File: config.mk
export PLATFORM = sky130hd
export DESIGN_NAME = pes_audio_header_parser
export DESIGN_NICKNAME = d
export VERILOG_FILES = /design/src/rtl/pahp_pkg.sv /design/src/rtl/pes_audio_header_parser.sv
export SDC_FILE = /design/constraint.sdc
export NUM_CORES = 1
export LEC_CHECK = 0
export ABC_AREA = 1
export BUFFER_PORTS_ARGS = -buffer_cell sky130_fd_sc_hd__buf_2
export CORE_UTILIZATION = 63
export CTS_CLUSTER_SIZE = 14
export DETAILED_ROUTE_END_ITERATION = 10
export PLACE_DENSITY = 0.84
export SLEW_MARGIN = 20
export SYNTH_ARGS = -nofsm -noshare
export SYNTH_HDL_FRONTEND = slang
export SYNTH_SLANG_ARGS = --single-unit
File: constraint.sdc
create_clock -name clk -period 9.85 [get_ports clk]
set_input_delay 2.955 -clock clk [delete_from_list [all_inputs] [get_ports clk]]
set_output_delay 2.955 -clock clk [all_outputs]
set_load 0.01 [all_outputs]
File: src/rtl/pahp_pkg.sv
package pahp_pkg;

	localparam int unsigned MAX_STUFFING_END_DEF = 24;

	localparam int unsigned STATUS_W = 3;
	localparam int unsigned FORMAT_W = 3;
	localparam int unsigned LAYOUT_W = 3;
	localparam int unsigned RATE_W   = 2;
	localparam int unsigned SIZE_W   = 17;
	localparam int unsigned POS_W    = 9;
	localparam int unsigned LEN_W    = 16;

	// result status codes
	localparam logic [STATUS_W-1:0] ST_OK          = 3'd0;
	localparam logic [STATUS_W-1:0] ST_BAD_START   = 3'd1;
	localparam logic [STATUS_W-1:0] ST_EXCESS_STUFF = 3'd2;
	localparam logic [STATUS_W-1:0] ST_BAD_MARKER  = 3'd3;
	localparam logic [STATUS_W-1:0] ST_TRUNCATED   = 3'd4;
	localparam logic [STATUS_W-1:0] ST_NOT_AUDIO   = 3'd5;
	localparam logic [STATUS_W-1:0] ST_BEYOND_PKT  = 3'd6;

	// audio format codes
	localparam logic [FORMAT_W-1:0] FMT_NONE    = 3'd0;
	localparam logic [FORMAT_W-1:0] FMT_MPA     = 3'd1;
	localparam logic [FORMAT_W-1:0] FMT_AC3     = 3'd2;
	localparam logic [FORMAT_W-1:0] FMT_DTS     = 3'd3;
	localparam logic [FORMAT_W-1:0] FMT_PCM16BE = 3'd4;

	localparam logic [7:0] SID_PRIVATE1   = 8'hbd;
	localparam logic [7:0] SID_PRIVATE2   = 8'hbf;
	localparam logic [7:0] SID_MIN        = 8'hb9;
	localparam logic [7:0] SID_AUDIO_MASK = 8'he0;
	localparam logic [7:0] SID_AUDIO      = 8'hc0;
	localparam logic [7:0] SUB_MASK       = 8'hf8;
	localparam logic [7:0] SUB_AC3        = 8'h80;
	localparam logic [7:0] SUB_DTS        = 8'h88;
	localparam logic [7:0] SUB_LPCM       = 8'ha0;
	localparam logic [7:0] MARK_NO_TS     = 8'h0f;

	typedef struct packed {
		logic [FORMAT_W-1:0] fmt;
		logic [LAYOUT_W-1:0] layout;
		logic [RATE_W-1:0]   rate;
	} audio_class_t;

	function automatic audio_class_t classify(input logic [7:0] sid, input logic [7:0] sub,
		input logic [7:0] info);
		audio_class_t c;
		c = '0;
		if ((sid & SID_AUDIO_MASK) == SID_AUDIO) begin
			c.fmt = FMT_MPA;
		end else if ((sub & SUB_MASK) == SUB_AC3) begin
			c.fmt = FMT_AC3;
		end else if ((sub & SUB_MASK) == SUB_DTS) begin
			c.fmt = FMT_DTS;
		end else if ((sub & SUB_MASK) == SUB_LPCM) begin
			// quantization in [7:6], rate in [5:4], channels minus one in [2:0]
			if (info[7:6] != 2'b11 && info[2:0] < 3'd6 && !info[5]) begin
				c.fmt    = FMT_PCM16BE + {1'b0, info[7:6]};
				c.layout = info[2:0] + 3'd1;
				c.rate   = {1'b0, info[4]} + 2'd1;
			end
		end
		return c;
	endfunction

endpackage

File: src/rtl/pes_audio_header_parser.sv
// PES audio header parser. Feed the bytes of one program-stream PES packet buffer, one byte
// per transaction starting at the 00 00 01 prefix, with last set on the buffer's final byte.
// One byte is accepted per cycle while in_ready is high, and the whole header state machine
// advances once per byte. The single result is registered and is valid the cycle after the
// last byte is accepted; the next buffer may start in that same cycle, and input is held off
// only while a result waits and out_ready is low. A result with a nonzero status carries zero
// format, layout, rate, body offset and body length fields. If the buffer ends before the
// header could be fully parsed, status is truncated.
module pes_audio_header_parser #(
	parameter int unsigned MAX_STUFFING_END = pahp_pkg::MAX_STUFFING_END_DEF
) (
	input  logic                          clk,
	input  logic                          arst_n,
	input  logic                          in_valid,
	output logic                          in_ready,
	input  logic [7:0]                    data_byte,
	input  logic                          last,
	output logic                          out_valid,
	input  logic                          out_ready,
	output logic [pahp_pkg::STATUS_W-1:0] status,
	output logic [7:0]                    stream_id,
	output logic [7:0]                    substream_id,
	output logic [pahp_pkg::FORMAT_W-1:0] audio_format,
	output logic [pahp_pkg::LAYOUT_W-1:0] channel_layout,
	output logic [pahp_pkg::RATE_W-1:0]   sample_rate_code,
	output logic [pahp_pkg::SIZE_W-1:0]   pes_size,
	output logic [pahp_pkg::POS_W-1:0]    body_offset,
	output logic [pahp_pkg::SIZE_W-1:0]   body_length
);
	import pahp_pkg::*;

	localparam logic [3:0] PH_SYNC  = 4'd0;
	localparam logic [3:0] PH_LEN   = 4'd1;
	localparam logic [3:0] PH_FIRST = 4'd2;
	localparam logic [3:0] PH_M2    = 4'd3;
	localparam logic [3:0] PH_STUFF = 4'd4;
	localparam logic [3:0] PH_MARK  = 4'd5;
	localparam logic [3:0] PH_HDR   = 4'd6;
	localparam logic [3:0] PH_TAIL  = 4'd7;
	localparam logic [3:0] PH_DONE  = 4'd8;

	localparam logic [POS_W-1:0] CNT_MAX   = {POS_W{1'b1}};
	localparam logic [POS_W-1:0] STUFF_END = POS_W'(MAX_STUFFING_END);

	logic [3:0]          phase_q, n_phase;
	logic [POS_W-1:0]    byte_count_q, n_count;
	logic [7:0]          stream_q, n_stream;
	logic [LEN_W-1:0]    length_q, n_length;
	logic [POS_W-1:0]    target_q, n_target;
	logic [7:0]          sub_q, n_sub;
	logic [POS_W-1:0]    sub_hdr_q, n_sub_hdr;
	logic [7:0]          lpcm_q, n_lpcm;
	logic [STATUS_W-1:0] pending_q, n_pending;
	logic                decided_q, n_decided;

	logic                do_stuff, do_marker, do_decide;
	audio_class_t        dec_cls, out_cls;
	logic [POS_W:0]      dec_pos;
	logic [STATUS_W-1:0] r_status;
	logic [SIZE_W-1:0]   r_pkt, r_psize;
	logic [POS_W-1:0]    r_ppos;
	logic                in_fire;

	logic                out_valid_q;
	logic [STATUS_W-1:0] status_q;
	logic [7:0]          stream_id_q, substream_id_q;
	logic [FORMAT_W-1:0] format_q;
	logic [LAYOUT_W-1:0] layout_q;
	logic [RATE_W-1:0]   rate_q;
	logic [SIZE_W-1:0]   pkt_q, psize_q;
	logic [POS_W-1:0]    ppos_q;

	assign in_ready = !out_valid_q || out_ready;
	assign in_fire  = in_valid && in_ready;

	always_comb begin
		n_phase   = phase_q;
		n_stream  = stream_q;
		n_length  = length_q;
		n_target  = target_q;
		n_sub     = sub_q;
		n_sub_hdr = sub_hdr_q;
		n_lpcm    = lpcm_q;
		n_pending = pending_q;
		n_decided = decided_q;
		do_stuff  = 1'b0;
		do_marker = 1'b0;
		do_decide = 1'b0;
		n_count   = (byte_count_q < CNT_MAX) ? byte_count_q + POS_W'(1) : CNT_MAX;
		dec_cls   = classify(stream_q, sub_q, lpcm_q);
		dec_pos   = {1'b0, target_q} + ((dec_cls.fmt >= FMT_PCM16BE) ? (POS_W+1)'(3) : '0);

		if (!decided_q) begin
			unique case (phase_q)
				PH_SYNC: begin
					if (byte_count_q < POS_W'(2)) begin
						if (data_byte != 8'd0) begin
							n_pending = ST_BAD_START;
							n_decided = 1'b1;
						end
					end else if (byte_count_q == POS_W'(2)) begin
						if (data_byte != 8'd1) begin
							n_pending = ST_BAD_START;
							n_decided = 1'b1;
						end
					end else begin
						n_stream = data_byte;
						if (data_byte < SID_MIN) begin
							n_pending = ST_BAD_START;
							n_decided = 1'b1;
						end else begin
							n_phase = PH_LEN;
						end
					end
				end
				PH_LEN: begin
					if (byte_count_q == POS_W'(4)) begin
						n_length = {data_byte, 8'd0};
					end else begin
						n_length = length_q | {8'd0, data_byte};
						if (stream_q == SID_PRIVATE2) begin
							n_target = POS_W'(6);
							n_phase  = PH_HDR;
						end else begin
							n_phase = PH_FIRST;
						end
					end
				end
				PH_FIRST: begin
					if (data_byte[7:6] == 2'b10) n_phase = PH_M2;
					else do_stuff = 1'b1;
				end
				PH_M2: begin
					if (byte_count_q == POS_W'(8)) begin
						n_target = {1'b0, data_byte} + POS_W'(9);
						n_phase  = PH_HDR;
					end
				end
				PH_STUFF: do_stuff = 1'b1;
				PH_MARK: begin
					if (byte_count_q == target_q) do_marker = 1'b1;
				end
				PH_HDR: begin
					if (byte_count_q == target_q) begin
						if (stream_q == SID_PRIVATE1) begin
							n_sub     = data_byte;
							n_sub_hdr = byte_count_q + POS_W'(1);
							n_target  = byte_count_q + POS_W'(4);
						end else begin
							n_sub     = 8'd0;
							n_sub_hdr = '0;
						end
						n_phase = PH_TAIL;
					end
				end
				PH_TAIL: begin
					if (byte_count_q == target_q + POS_W'(1)) n_lpcm = data_byte;
					if (byte_count_q == target_q + POS_W'(3)) do_decide = 1'b1;
				end
				default: ;
			endcase

			// MPEG-1: stuffing, then STD buffer field, then the timestamp marker
			if (do_stuff) begin
				if (byte_count_q >= STUFF_END) begin
					n_pending = ST_EXCESS_STUFF;
					n_decided = 1'b1;
				end else if (data_byte == 8'hff) begin
					n_phase = PH_STUFF;
				end else if (data_byte[7:6] == 2'b01) begin
					n_target = byte_count_q + POS_W'(2);
					n_phase  = PH_MARK;
				end else begin
					do_marker = 1'b1;
				end
			end

			if (do_marker) begin
				priority if (data_byte[7:4] == 4'h2) begin
					n_target = byte_count_q + POS_W'(5);
					n_phase  = PH_HDR;
				end else if (data_byte[7:4] == 4'h3) begin
					n_target = byte_count_q + POS_W'(10);
					n_phase  = PH_HDR;
				end else if (data_byte == MARK_NO_TS) begin
					n_target = byte_count_q + POS_W'(1);
					n_phase  = PH_HDR;
				end else begin
					n_pending = ST_BAD_MARKER;
					n_decided = 1'b1;
				end
			end

			if (do_decide) begin
				n_decided = 1'b1;
				if (dec_cls.fmt == FMT_NONE) n_pending = ST_NOT_AUDIO;
				else if ({{(SIZE_W-POS_W-1){1'b0}}, dec_pos} >= {1'b0, length_q} + SIZE_W'(6))
					n_pending = ST_BEYOND_PKT;
				else n_pending = ST_OK;
			end

			if (n_decided) n_phase = PH_DONE;
		end

		// result as seen after this byte
		r_status = n_decided ? n_pending : ST_TRUNCATED;
		r_pkt    = {1'b0, n_length} + SIZE_W'(6);
		out_cls  = classify(n_stream, n_sub, n_lpcm);
		r_ppos   = n_target + ((out_cls.fmt >= FMT_PCM16BE) ? POS_W'(3) : '0);
		r_psize  = r_pkt - {{(SIZE_W-POS_W){1'b0}}, r_ppos};
		if (r_status != ST_OK) begin
			out_cls = '0;
			r_ppos  = '0;
			r_psize = '0;
		end
	end

	always_ff @(posedge clk or negedge arst_n) begin
		if (!arst_n) begin
			phase_q      <= PH_SYNC;
			byte_count_q <= '0;
			stream_q     <= '0;
			length_q     <= '0;
			target_q     <= '0;
			sub_q        <= '0;
			sub_hdr_q    <= '0;
			lpcm_q       <= '0;
			pending_q    <= ST_OK;
			decided_q    <= 1'b0;
		end else if (in_fire) begin
			if (last) begin
				// start over for the next buffer
				phase_q      <= PH_SYNC;
				byte_count_q <= '0;
				stream_q     <= '0;
				length_q     <= '0;
				target_q     <= '0;
				sub_q        <= '0;
				sub_hdr_q    <= '0;
				lpcm_q       <= '0;
				pending_q    <= ST_OK;
				decided_q    <= 1'b0;
			end else begin
				phase_q      <= n_phase;
				byte_count_q <= n_count;
				stream_q     <= n_stream;
				length_q     <= n_length;
				target_q     <= n_target;
				sub_q        <= n_sub;
				sub_hdr_q    <= n_sub_hdr;
				lpcm_q       <= n_lpcm;
				pending_q    <= n_pending;
				decided_q    <= n_decided;
			end
		end
	end

	always_ff @(posedge clk or negedge arst_n) begin
		if (!arst_n) begin
			out_valid_q <= 1'b0;
		end else if (in_fire && last) begin
			out_valid_q <= 1'b1;
		end else if (out_ready) begin
			out_valid_q <= 1'b0;
		end
	end

	always_ff @(posedge clk) begin
		if (in_fire && last) begin
			status_q       <= r_status;
			stream_id_q    <= n_stream;
			substream_id_q <= n_sub;
			format_q       <= out_cls.fmt;
			layout_q       <= out_cls.layout;
			rate_q         <= out_cls.rate;
			pkt_q          <= r_pkt;
			ppos_q         <= r_ppos;
			psize_q        <= r_psize;
		end
	end

	assign out_valid        = out_valid_q;
	assign status           = status_q;
	assign stream_id        = stream_id_q;
	assign substream_id     = substream_id_q;
	assign audio_format     = format_q;
	assign channel_layout   = layout_q;
	assign sample_rate_code = rate_q;
	assign pes_size         = pkt_q;
	assign body_offset      = ppos_q;
	assign body_length      = psize_q;

	a_ok_has_format: assert property (@(posedge clk) disable iff (!arst_n)
		out_valid && status == ST_OK |-> audio_format != FMT_NONE)
		else $error("ok result without an audio format");

	a_fail_zero_fields: assert property (@(posedge clk) disable iff (!arst_n)
		out_valid && status != ST_OK |-> body_offset == '0 && body_length == '0
			&& audio_format == FMT_NONE)
		else $error("failed result carries payload fields");

	a_decided_done: assert property (@(posedge clk) disable iff (!arst_n)
		decided_q |-> phase_q == PH_DONE)
		else $error("decision taken but parse still running");

	a_restart: assert property (@(posedge clk) disable iff (!arst_n)
		in_fire && last |=> byte_count_q == '0 && !decided_q && out_valid)
		else $error("state not cleared after last byte");

endmodule
==> out/results.txt <==
status - complete, no violations
P_int - 0.001350 W
clock-pin slew on the worst setup and hold paths - 0.07 ns
Max Freq - 136.1 MHz
antenna violations before repair - 0
gpl congestion - 0.9740
Die Y-Extent - 126.3 µm
switching power - 0.0009682 W
die area - 15950 µm²
Core ar. - 15150 µm²
Nets - 1408
final setup violation count - 0
origin of the critical flop-to-flop path - target_q[1]
CP max FO - 12
post-detail-place hpwl - 21220 µm
LEAKAGE - 5.048 nW
vias in the first global route - 8802
input/output buffers - 84
Worst Max-Slew Pin Slew - 1.060 ns
Via density - 6.019
Post-Syn Area - 9733 µm²
layout cell share with drive strength beyond 1 - 14.97%
CP max-delay cell - o31ai_1
Post-Place Cells - 1519
CP Capture Type - flop
syn_area_per_cell - 7.622 µm²
fin area - 10860 µm²
cell area after placement - 10270 µm²
critical path type - in2reg
GR Overflow Total - 0
synthesized instance count - 1277
Final ANT Viol Nets - 0
Pwr per Cell Area - 213.5 nW/µm²
IO Count - 85
DRC - 0
Seq pwr share - 32.9%
CP most frequent cell - inv_1
most frequent cells in the layout - 251 x nand2_1, 190 x inv_1, 127 x nor2_1, 96 x o21ai_0, 84 x buf_2
startpoint types - primary input
worst vdd ir - 0.0002472 V
RSZ-0062 raised after global routing - false
Hold Vio Cnt, Final - 0
First DRT Iteration DRCs - 1036
Reg2Reg Depth - 26
Clock Latency Late Sink - 0.43 ns
CTS Hold Bufs - 0
Max Cap Viol - 0
largest net degree at the start of global routing - 72
initial core utilization - 64.26%
Hold Path Class - reg2reg
Comb pwr share - 39.0%
final cell count without fillers - 1551
Final Max Tran Viols - 0
Total Negative Setup Slacks - 0 ns
DIE WIDTH - 126.3 µm
Worst EP arrival - 7.54 ns
final cycle utilization of the critical path - 74.60%
slowest stage delay, CP - 0.39 ns
RR Endpoint - body_length[16]
Clock Skew - 0.01112 ns
Rows - 45
CTS Sinks - 136
htree depth - 4
# diodes - 0
P&R area growth vs syn - 11.58%
total wire length - 29000 µm
Post CTS Setup Buffer Count - 0
CTS buffer count - 17
via count of the routed design - 9335
worst path required time - 10.04 ns
commonest non-fill, non-tap cell in the layout - nand2_1
first-pass GRT wire length - 45710 µm
Seq/Total Area, Yosys - 38.57%
root buffer cell - clkbuf_16
clock network power share - 28.1%
syn nets - 1335
flop2flop setup slack - 2.83 ns
Setup crit end - body_length[15]
final hold slack - 0.5322 ns
Avg WL per Cell - 18.70 µm
clock tree buffer depth - 2
GRT Util Overall - 37.48%
post-CTS sizing - 0
unique cell type count in the Yosys netlist - 52
synthesized flop and latch total - 136
total iterations of the first detailed-routing run - 5
CTS tree - done
Max-slew headroom - 28.67%
Critical Path Source - data_byte[7]
Sw Share - 41.76%
fin crit period - 7.349 ns
Synth warnings - 0
==> worst min path at each step <==
| stage | to | slack, ns | startpoint | depth (start not counted) |
|---|---|---|---|---|
| after floorplan | pending_q[2] | 0.48 | pending_q[2] | 2 |
| after global placement | pending_q[2] | 0.50 | pending_q[2] | 2 |
| after detailed placement | pending_q[2] | 0.51 | pending_q[2] | 2 |
| after CTS | pending_q[2] | 0.53 | pending_q[2] | 2 |
| after global routing | pending_q[2] | 0.56 | pending_q[2] | 2 |
| final | pending_q[2] | 0.53 | pending_q[2] | 2 |
==> cell families after synthesis <==
group	share of synthesized area (%)
AO/OA/AOI/OAI	14.09
XOR/XNOR	5.978
adder cells (fa/ha/maj)	6.016
buffers and inverters	10.05
flip-flops	38.57
AND/OR/NAND/NOR	25.30
==> per-layer routing <==
metal / track usage [%] / vias up / share of wire [%]
met2: 59.83 / 480 / 46
li1: - / 4381 / -
met4: 17.36 / 0 / 4.0
met3: 8.604 / 88 / 9.0
met5: 0 / - / 0
met1: 48.65 / 4386 / 41
==> cell usage after synthesis, drive strengths merged <==
library cell	instances	area, µm²
ha	42	525.5
nand4	33	212.7
xor2	52	470.5
clkbuf	17	65.06
o221ai	2	17.52
a31oi	2	12.51
buf	20	117.6
nand3	65	370.4
a22oi	2	15.01
o21bai	1	7.510
inv	212	795.8
nor3	19	110.1
dfrtp	66	1652
o211ai	4	30.03
o31ai	2	15.01
a21boi	1	7.510
a21oi	46	245.2
fa	3	60.06
or2	3	21.28
nand3b	4	30.03
edfxtp	70	2102
a221oi	1	8.760
nor3b	2	15.01
o22ai	68	437.9
nor2	145	601.8
a21o	2	15.01
o21ai	105	536.8
xnor2	11	111.4
nand2	266	1051
a211oi	3	22.52
nor4	8	50.05
==> critical path, delay by kind of cell <==
family	cells	cell delay, ns
AO/OA/AOI/OAI	7	1.32
buffers and inverters	7	0.78
AND/OR/NAND/NOR	13	1.35
XOR/XNOR	1	0.19
adder cells (fa/ha/maj)	3	0.92
==> state kept, by name (all words and copies together), names as in the netlist, 7 cells and up <==
name / cells
body_length: 17
target_q: 9
byte_count_q: 9
sub_q: 8
stream_q: 8
lpcm_q: 7
stream_id: 8
pes_size: 17
substream_id: 8
length_q: 16
body_offset: 9
==> cell type report <==
| type | instances | area, µm² |
|---|---|---|
| multi-input cells | 892 | 5009 |
| fillers | 1213 | 4285 |
| flip-flops and latches | 136 | 3754 |
| inverters | 212 | 797.0 |
| repair buffers | 91 | 473.0 |
| clock buffers | 18 | 439.2 |
| well taps | 188 | 235.2 |
| clock inverters | 14 | 153.9 |
==> stage by stage <==
stage | total power (W) | utilization [%] | setup slack, ns
after floorplan | 0.001374 | - | 2.874
after global placement | 0.001623 | 67.78 | 2.382
after detailed placement | 0.001641 | 67.78 | 2.296
after CTS | 0.002298 | 71.70 | 2.655
after global routing | 0.002433 | 71.71 | 2.010
final | 0.002318 | 71.71 | 2.501
==> power groups by stage <==
| stage | clock [W] | combinational (W) | sequential [W] |
|---|---|---|---|
| final | 0.000651 | 0.000904 | 0.000763 |
| after global routing | 0.000675 | 0.000989 | 0.000769 |
| after CTS | 0.000651 | 0.000885 | 0.000761 |
| after detailed placement | 0 | 0.000870 | 0.000771 |
| after global placement | 0 | 0.000853 | 0.000770 |
| after floorplan | 0 | 0.000602 | 0.000773 |
(Power assumes the default switching activity.)
